===== config.mk =====
export PLATFORM = sky130hd
export DESIGN_NAME = stable_priority_queue
export DESIGN_NICKNAME = d
export VERILOG_FILES = /design/src/design/spq_pkg.sv /design/src/design/stable_priority_queue.sv /design/src/design/spq_cell.sv
export VERILOG_INCLUDE_DIRS = /design/src /design/src/design
export SDC_FILE = /design/constraint.sdc
export NUM_CORES = 1
export LEC_CHECK = 0
export ABC_CLOCK_PERIOD_IN_PS = 8750
export BUFFER_PORTS_ARGS = -buffer_cell sky130_fd_sc_hd__buf_2
export CORE_UTILIZATION = 45
export DETAILED_ROUTE_END_ITERATION = 16
export GPL_ROUTABILITY_DRIVEN = 0
export PLACE_DENSITY_LB_ADDON = 0.25
export RECOVER_POWER = 100
export SETUP_SLACK_MARGIN = 0.05
export SLEW_MARGIN = 20
export SYNTH_ARGS = -nofsm -noshare
export SYNTH_HDL_FRONTEND = slang
export SYNTH_HIERARCHICAL = 1
export SYNTH_SLANG_ARGS = --single-unit
export TNS_END_PERCENT = 1

===== constraint.sdc =====
create_clock -name clk -period 8.75 [get_ports clk]
set_clock_uncertainty 0.15 [all_clocks]
set_input_delay 0 -clock clk [delete_from_list [all_inputs] [get_ports clk]]
set_output_delay 0 -clock clk [all_outputs]
set_load 0.005 [all_outputs]

===== src/design/stable_priority_queue_macros.svh =====
// Assertion macros used by the priority queue top level.
`ifndef STABLE_PRIORITY_QUEUE_MACROS_SVH
`define STABLE_PRIORITY_QUEUE_MACROS_SVH

// Check a condition at every clock edge outside reset.
`define SPQ_ASSERT(lbl, cond, msg) \
  lbl: assert property (@(posedge clk) disable iff (rst) (cond)) else $error(msg);

// Check that a trigger is followed by a condition in the next cycle.
`define SPQ_ASSERT_NEXT(lbl, trig, cond, msg) \
  lbl: assert property (@(posedge clk) disable iff (rst) (trig) |=> (cond)) \
    else $error(msg);

`endif


===== src/design/spq_pkg.sv =====
// Package for the priority queue: sizes, codes, entry and cell control types.
`timescale 1ns / 1ps

package spq_pkg;

  localparam int DEPTH = 16;
  localparam int CNT_W = $clog2(DEPTH + 1);

  localparam logic [1:0] CMD_INSERT = 2'd0;
  localparam logic [1:0] CMD_TREAT  = 2'd1;
  localparam logic [1:0] CMD_LIST   = 2'd2;

  localparam logic [2:0] KIND_INSERTED = 3'd0;
  localparam logic [2:0] KIND_TREATED  = 3'd1;
  localparam logic [2:0] KIND_LISTED   = 3'd2;
  localparam logic [2:0] KIND_EMPTY    = 3'd3;
  localparam logic [2:0] KIND_FULL     = 3'd4;

  typedef struct packed {
    logic [7:0]  prio;
    logic [7:0]  age;
    logic [15:0] tag;
  } entry_t;

  typedef enum logic [1:0] {
    OP_HOLD,
    OP_INSERT,
    OP_POP,
    OP_ROTATE
  } cell_op_t;

  typedef struct packed {
    cell_op_t op;
    logic     occupied;
    logic     is_tail;
  } cell_ctl_t;

  // Fit the entry count into the 5-bit result field.
  function automatic logic [4:0] count_field(logic [CNT_W-1:0] c);
    logic [31:0] w;
    w = 32'(c);
    return w[4:0];
  endfunction

endpackage


===== src/design/stable_priority_queue.sv =====
// Top level of the stable priority queue: command decode, cell chain, result register.
`timescale 1ns / 1ps
// Usage:
//   Input channel (in_valid / in_stall) carries one command per transaction:
//   insert (priority_req, age, name_tag), treat (pop the head) or list.
//   Output channel (out_valid / out_stall) carries result transactions:
//   kind, the entry fields, the count after the step and a last flag.
//   Insert and treat put a result in the output register the cycle after the
//   command transaction and sustain one command per cycle while the receiver
//   does not stall; the work is one parallel shift of the cell chain.
//   List of n entries streams n results on consecutive cycles when the
//   receiver does not stall, head first, by rotating the occupied cells once
//   per result; the input stalls until the list ends and the chain is back
//   in order afterwards. A list on an empty queue and the unused command
//   code give no result. A full queue rejects inserts with a full error;
//   treating an empty queue gives an empty error.
//   Reset clears the count and the output valid; entry slots are not cleared.
//   While the receiver stalls, the result holds and the input stalls.
`include "stable_priority_queue_macros.svh"

module stable_priority_queue (
  input  logic        clk,
  input  logic        rst,
  input  logic        in_valid,
  output logic        in_stall,
  input  logic [1:0]  command,
  input  logic [7:0]  priority_req,
  input  logic [7:0]  age,
  input  logic [15:0] name_tag,
  output logic        out_valid,
  input  logic        out_stall,
  output logic [2:0]  kind,
  output logic [7:0]  priority_res,
  output logic [7:0]  age_res,
  output logic [15:0] name_tag_res,
  output logic [4:0]  count,
  output logic        last
);
  import spq_pkg::*;

  typedef enum logic {
    ST_IDLE,
    ST_LIST
  } state_t;

  state_t           state;
  logic [CNT_W-1:0] entry_count;
  logic [CNT_W-1:0] remaining;

  entry_t    ent [DEPTH];
  logic      ge  [DEPTH];
  cell_ctl_t ctl [DEPTH];
  entry_t    new_entry;
  cell_op_t  op;

  logic in_accept;
  logic out_free;
  logic out_load;
  logic is_full;
  logic is_empty;

  assign new_entry = '{prio: priority_req, age: age, tag: name_tag};
  assign is_full   = (entry_count == CNT_W'(DEPTH));
  assign is_empty  = (entry_count == '0);
  assign out_free  = !out_valid || !out_stall;
  assign in_stall  = (state == ST_LIST) || (out_valid && out_stall);
  assign in_accept = in_valid && !in_stall;

  // Load the result register on every insert or treat, and on each list step.
  assign out_load  = (state == ST_LIST) ? out_free
                   : (in_accept && (command == CMD_INSERT || command == CMD_TREAT));

  // Pick the chain operation for this cycle.
  always_comb begin
    op = OP_HOLD;
    if (state == ST_LIST) begin
      if (out_free) begin
        op = OP_ROTATE;
      end
    end else if (in_accept) begin
      if (command == CMD_INSERT && !is_full) begin
        op = OP_INSERT;
      end else if (command == CMD_TREAT && !is_empty) begin
        op = OP_POP;
      end
    end
  end

  // Row of cells; the head borrows the new entry as its left neighbor, the tail
  // sees itself on the right.
  for (genvar i = 0; i < DEPTH; i++) begin : g_cell
    entry_t left_e;
    logic   left_g;
    entry_t right_e;

    assign ctl[i] = '{op: op,
                      occupied: (CNT_W'(i) < entry_count),
                      is_tail: (CNT_W'(i) == entry_count - CNT_W'(1))};

    if (i == 0) begin : g_head
      assign left_e = new_entry;
      assign left_g = 1'b1;
    end else begin : g_body
      assign left_e = ent[i-1];
      assign left_g = ge[i-1];
    end

    if (i == DEPTH - 1) begin : g_tail
      assign right_e = ent[i];
    end else begin : g_mid
      assign right_e = ent[i+1];
    end

    spq_cell u_cell (
      .clk         (clk),
      .ctl         (ctl[i]),
      .new_entry   (new_entry),
      .left_entry  (left_e),
      .left_ge     (left_g),
      .right_entry (right_e),
      .head_entry  (ent[0]),
      .entry       (ent[i]),
      .ge          (ge[i])
    );
  end

  // Control state and result register.
  always_ff @(posedge clk) begin
    if (rst) begin
      state       <= ST_IDLE;
      entry_count <= '0;
      remaining   <= '0;
      out_valid   <= 1'b0;
    end else begin
      // Hold a stalled result, take a new one, or drop the one just accepted.
      out_valid <= out_load || (out_valid && out_stall);
      unique case (state)
        ST_IDLE: begin
          if (in_accept) begin
            case (command)
              CMD_INSERT: begin
                priority_res <= '0;
                age_res      <= '0;
                name_tag_res <= '0;
                last         <= 1'b1;
                if (is_full) begin
                  kind  <= KIND_FULL;
                  count <= count_field(entry_count);
                end else begin
                  kind        <= KIND_INSERTED;
                  entry_count <= entry_count + CNT_W'(1);
                  count       <= count_field(entry_count + CNT_W'(1));
                end
              end
              CMD_TREAT: begin
                last      <= 1'b1;
                if (is_empty) begin
                  kind         <= KIND_EMPTY;
                  priority_res <= '0;
                  age_res      <= '0;
                  name_tag_res <= '0;
                  count        <= count_field(entry_count);
                end else begin
                  kind         <= KIND_TREATED;
                  priority_res <= ent[0].prio;
                  age_res      <= ent[0].age;
                  name_tag_res <= ent[0].tag;
                  entry_count  <= entry_count - CNT_W'(1);
                  count        <= count_field(entry_count - CNT_W'(1));
                end
              end
              CMD_LIST: begin
                if (!is_empty) begin
                  state     <= ST_LIST;
                  remaining <= entry_count;
                end
              end
              default: begin
              end
            endcase
          end
        end
        ST_LIST: begin
          // Emit the head and rotate; drop back to idle after the final entry.
          if (out_free) begin
            kind         <= KIND_LISTED;
            priority_res <= ent[0].prio;
            age_res      <= ent[0].age;
            name_tag_res <= ent[0].tag;
            count        <= count_field(entry_count);
            last         <= (remaining == CNT_W'(1));
            remaining    <= remaining - CNT_W'(1);
            if (remaining == CNT_W'(1)) begin
              state <= ST_IDLE;
            end
          end
        end
        default: state <= ST_IDLE;
      endcase
    end
  end

  `SPQ_ASSERT(a_count_bound, entry_count <= CNT_W'(DEPTH), "entry count above depth")
  `SPQ_ASSERT(a_list_remaining, state != ST_LIST || (remaining != '0 && remaining <= entry_count), "list counter out of range")
  `SPQ_ASSERT(a_head_sorted, state == ST_LIST || entry_count < CNT_W'(2) || ent[0].prio >= ent[1].prio, "head entry out of order")
  `SPQ_ASSERT_NEXT(a_insert_count, in_accept && command == CMD_INSERT && !is_full, entry_count == $past(entry_count) + CNT_W'(1), "insert did not grow queue")
  `SPQ_ASSERT_NEXT(a_list_end, state == ST_LIST && out_free && remaining == CNT_W'(1), state == ST_IDLE && out_valid && last, "list did not end with last flag")

endmodule


===== src/design/spq_cell.sv =====
// One slot of the sorted chain: holds an entry and trades it with its neighbors.
`timescale 1ns / 1ps

module spq_cell (
  input  logic              clk,
  input  spq_pkg::cell_ctl_t ctl,
  input  spq_pkg::entry_t   new_entry,
  input  spq_pkg::entry_t   left_entry,
  input  logic              left_ge,
  input  spq_pkg::entry_t   right_entry,
  input  spq_pkg::entry_t   head_entry,
  output spq_pkg::entry_t   entry,
  output logic              ge
);
  import spq_pkg::*;

  entry_t entry_next;

  // This slot stays ahead of the new entry when it is occupied and not lower.
  assign ge = ctl.occupied && (entry.prio >= new_entry.prio);

  always_comb begin
    entry_next = entry;
    case (ctl.op)
      OP_INSERT: begin
        if (!ge) begin
          entry_next = left_ge ? new_entry : left_entry;
        end
      end
      OP_POP:    entry_next = right_entry;
      OP_ROTATE: entry_next = ctl.is_tail ? head_entry : right_entry;
      default:   entry_next = entry;
    endcase
  end

  always_ff @(posedge clk) begin
    entry <= entry_next;
  end

endmodule

==> metrics.txt, run 1 <==
status finished with violations; failing checks max-capacitance violations, max-slew violations; RSZ-0062 raised after global routing no; largest net degree at the start of global routing between 200 and 250; ordered cell list for the critical path inv_1 -> ha_1 -> nor4bb_1 -> o32ai_4 -> clkbuf_1 -> nand2_2 -> clkbuf_1 -> mux2i_1 -> a21oi_1; Die Wd between 200 and 300 um; Final Critical Period 6.51 ns; CP max stage cell clkbuf_1; Clk Latency, worst-skew pair about 0.6 ns; Port Buffers 80; Finished Core Util 0.493; yosys warns 6; Post-CTS Hold Buffers 33; worst endpoint required time slightly below 9 ns; H-tree Lvls 3; fraction of the cycle the final worst path needs 0.744; CP peak stage delay ~2.2 ns; worst r2r src entry_count[0]; HP Class in2reg; Filler cells between 7000 and 8000; Core ar. between 80000 and 90000 um2; maxcap violations 22; via count around 28000; post-CTS sizing 0; worst flop-to-flop path endpoint g_cell[13].u_cell/entry[29]; final setup fails 0; CP Class reg2reg; f_max approximately 0.15 GHz; gr ovfl total 0; total power about 7.7 mW; die area around 86000 um2; Peak VDD IR 0.000112 V; Syn Nets 3776; Worst Reg-to-Reg Cells 9; CTS Buffer Depth 3; crit path buf inv count 3; # DRC 0; PD cells 185 nW/um2; total I/O pin count 81; post-synthesis instance total about 3600; Hold Violations, Final 0; Worst EP arrival 6.60 ns; crit path launch type flop; initial cell density of the core 0.456; Detailed Place HPWL ~65000 um; initial antenna violation count 2; commonest non-fill, non-tap cell in the layout nor2b_1; Mean Syn Cell Area between 10 and 15 um2; vias in the first global route about 27000; Synth-to-Final Area Change 8.01%; flop2flop setup slack 2.24 ns; DRT iter0 DRCs roughly 2500; WL per Instance around 22 um; commonest non-fill, non-tap cells in the layout 554 x nor2b_1, 553 x edfxtp_1, 549 x a21oi_1, 521 x a211oi_1, 516 x mux2i_1; Avg Vias per Cell 6.01; gr usage total 0.243; Rel. slew slack -1.15; CTS buffer count between 60 and 70; die height just under 300 um; Least-Margin Pin Slew between 3 and 4 ns; Hold Path Cell Cnt 4; mapped cell area about 38000 um2; first-pass GRT wire length 164000 um; worst hold endpoint g_cell[10].u_cell/entry[31]; HP Start priority_req[7]; final WL 106000 um; setup TNS 0 ns; drt first pass iters 6; ANT nets after route 0; FP Rows between 100 and 150; crit path max fanout roughly 40; # Post-CTS Setup Buffers 0; Slew Viols, Final about 700; Final nets roughly 3700; Root Buffer clkbuf_16; Pleak ~18 nW; CP delay by family, top buffers and inverters; Crit path top cell by count clkbuf_1; clock-pin slew on the worst setup and hold paths approximately 0.060 ns; CTS tree built; layout cells sized above 1 0.0686; CP endpoint kind flop; Clock Sinks approximately 570
==> tightest hold or removal path: stages <==
cell,delay [ns]
buf_2,0.09
buf_4,0.27
a211oi_1,0.25
a21oi_1,0.05
==> state kept, by name (all words and copies together), names as in the netlist <==
| name | cells |
|---|---|
| g_cell.u_cell/entry | 512 |
| name_tag_res | 16 |
| age_res | 8 |
| priority_res | 8 |
| count | 5 |
| entry_count | 5 |
| remaining | 5 |
| kind | 3 |
| last | 1 |
| out_valid | 1 |
| state | 1 |
==> where the power goes <==
group	leakage [nW]	total [mW]	switching, mW	internal (mW)
logic	11.4	1.34	0.792	0.549
registers	5.27	3.62	0.246	3.38
clock network	0.981	2.69	1.15	1.54
==> per-layer routing <==
layer | global-route usage | vias up | part of all wire
met1 | 0.335 | 13900 | 0.45
li1 | - | 13600 | -
met4 | 0.0706 | 2 | 0.022
met3 | 0.0356 | 145 | 0.059
met5 | 0 | - | 0.00012
met2 | 0.396 | 832 | 0.47
==> how the worst max path moves through the flow <==
stage	start	endpoint	slack (ns)	cells after the start
after CTS	entry_count[0]	g_cell[12].u_cell/entry[8]	4.40	9
after global routing	entry_count[0]	g_cell[14].u_cell/entry[25]	2.05	9
after floorplan	entry_count[1]	g_cell[15].u_cell/entry[0]	2.40	7
after detailed placement	entry_count[0]	g_cell[12].u_cell/entry[8]	4.41	9
after global placement	entry_count[0]	g_cell[3].u_cell/entry[6]	4.43	8
final	entry_count[0]	g_cell[13].u_cell/entry[29]	2.24	9
==> through the flow <==
step	hold slack, ns	setup slack, ns	cell area [um2]	cells
after CTS	0.0688	4.40	41600	4733
after floorplan	-0.0779	2.40	38300	3602
after global routing	0.115	2.05	41400	4733
after detailed placement	0.211	4.41	39300	4585
final	0.109	2.24	41400	4734
after global placement	0.202	4.43	39300	4585
==> layout make-up <==
class,instances,area (um2),area share
antenna,1,2.50,0.0000605
clock buffer,90,1810,0.0437
clock inverter,25,218,0.00526
inverter,165,619,0.0150
multi-input combinational,2580,19300,0.467
sequential,565,16800,0.407
tap,1134,1420,0.0343
timing repair buffer,174,1130,0.0273
(Power assumes the default switching activity.)
==> run 2: changes to the inputs <==
Settings changed: ABC_CLOCK_PERIOD_IN_PS 8750 to 5900.
Clock period 8.75 ns to 5.9 ns, I/O delays scaled along.
==> metrics.txt, run 2 (synthesis gave the netlist of run 1 again) <==
Worst Reg-to-Reg Cells 8 (was 9); total I/O pin count 81 (unchanged); max reg flops 512 (unchanged); Root Buffer clkbuf_16 (unchanged); Synth-to-Final Area Change 8.70% (was 8.01%); die height 294 um (unchanged); Pleak 17.8 nW (was 17.6 nW); Clock Sinks 565 (unchanged); status finished with violations (unchanged); first-pass GRT wire length 164000 um (about the same); initial cell density of the core 0.456 (unchanged); vias in the first global route 26500 (was 27100); final setup fails 0 (unchanged); commonest non-fill, non-tap cell in the layout nor2b_1 (unchanged); fraction of the cycle the final worst path needs 0.861 (was 0.744); gr ovfl total 0 (unchanged); Peak VDD IR 0.000201 V (was 0.000112 V); DRT iter0 DRCs 2457 (was 2518); commonest non-fill, non-tap cells in the layout 554 x nor2b_1, 553 x edfxtp_1, 549 x a21oi_1, 521 x a211oi_1, 516 x mux2i_1 (unchanged); register name with the most flops g_cell.u_cell/entry (unchanged); via count 28300 (was 28500); gr usage total 0.244 (was 0.243); largest net degree at the start of global routing 260 (was 249); layout cells sized above 1 0.0773 (was 0.0686); Hold Path Cell Cnt 3 (was 4); HP Class in2reg (unchanged); CTS tree built (unchanged); clock-pin slew on the worst setup and hold paths 0.06 ns (about the same); ANT nets after route 0 (unchanged); H-tree Lvls 3 (unchanged); Slew Viols, Final 275 (was 699); worst endpoint required time 5.99 ns (was 8.84 ns); Hold Slack 0.0760 ns (was 0.109 ns); crit path max fanout 32 (was 41); biggest regs g_cell.u_cell/entry: 512 flops, name_tag_res: 16 flops (unchanged); Detailed Place HPWL 68900 um (was 64500 um); WL per Instance 22.4 um (was 22.5 um); Final nets 3749 (was 3727); initial antenna violation count 2 (unchanged); Clk Latency, worst-skew pair 0.63 ns (was 0.60 ns); Avg Vias per Cell 5.95 (was 6.01); # Post-CTS Setup Buffers 0 (unchanged); PD cells 274 nW/um2 (was 185 nW/um2); f_max 0.197 GHz (was 0.154 GHz); CP endpoint kind flop (unchanged); FP Rows 106 (unchanged); CTS Buffer Depth 3 (unchanged); RSZ-0062 raised after global routing no (unchanged); Hold Violations, Final 0 (unchanged); setup TNS 0 ns (unchanged); final WL 107000 um (was 106000 um); failing checks max-capacitance violations, max-slew violations (unchanged); drt first pass iters 5 (was 6); CTS buffer count 68 (was 67); Core ar. 84000 um2 (unchanged); Rel. slew slack -0.544 (was -1.15); CP Class reg2reg (unchanged); maxcap violations 9 (was 22); Port Buffers 80 (unchanged); Worst EP arrival 5.17 ns (was 6.60 ns); # DRC 0 (unchanged); Least-Margin Pin Slew 2.32 ns (was 3.21 ns); Die Wd 294 um (unchanged); total power 11.4 mW (was 7.65 mW); Final Critical Period 5.08 ns (was 6.51 ns); crit path launch type flop (unchanged); die area 86300 um2 (unchanged)
==> run 2: report_power, final <==
part | leakage, nW | internal, mW | switching [mW]
clock | 1.00 | 2.24 | 1.78
sequential | 5.27 | 5.00 | 0.314
combinational | 11.5 | 0.832 | 1.23
==> run 2: cell type report <==
class                   count  area [um2]
multi-input cells        2580       19300
well taps                1134        1420
clock inverters            28         231
flip-flops and latches    565       16800
clock buffers              91        1830
inverters                 165         619
diodes                      2        5.00
fillers                  7664       42300
repair buffers            195        1350
==> run 2: worst max-delay path: stages, from the launching register on <==
cell      delay (ns)
dfxtp_1         0.65
inv_1           0.27
ha_1            0.32
nor4b_1         0.21
nor2_1          0.43
a21oi_1         0.18
nor2_4          0.81
a31o_1          0.93
clkbuf_1        0.69
==> run 2: final timing paths <==
check | start | endpoint | slack (ns)
worst min-delay path | priority_req[6] | g_cell[12].u_cell/entry[30] | 0.08
worst max-delay path | entry_count[0] | g_cell[3].u_cell/entry[3] | 0.82
worst min register to register | remaining[1] | remaining[1] | 0.33
worst max register to register | entry_count[0] | g_cell[3].u_cell/entry[3] | 0.82
==> run 2: timing repair <==
item,4_1_cts,5_1_grt
hold buffers,36,0
endpoints found under the hold margin,416,0
resized for setup,0,0
==> run 2: per-layer routing <==
layer / wire length [um] / global-route usage / up-vias
met3: 6900 / 0.0435 / 146
li1: - / - / 13700
met5: 0 / 0 / -
met4: 2430 / 0.0696 / 0
met1: 49800 / 0.346 / 13700
met2: 47700 / 0.381 / 841
==> run 2: per-stage QoR <==
stage,area (um2),instances,setup slack [ns],util
6_report,41600,4760,0.822,0.496
5_1_grt,41600,4759,0.589,0.496
4_1_cts,41900,4758,1.44,0.499
3_5_place_dp,39500,4603,1.48,0.470
3_3_place_gp,39500,4603,1.60,0.470
2_1_floorplan,38300,3602,0.623,-
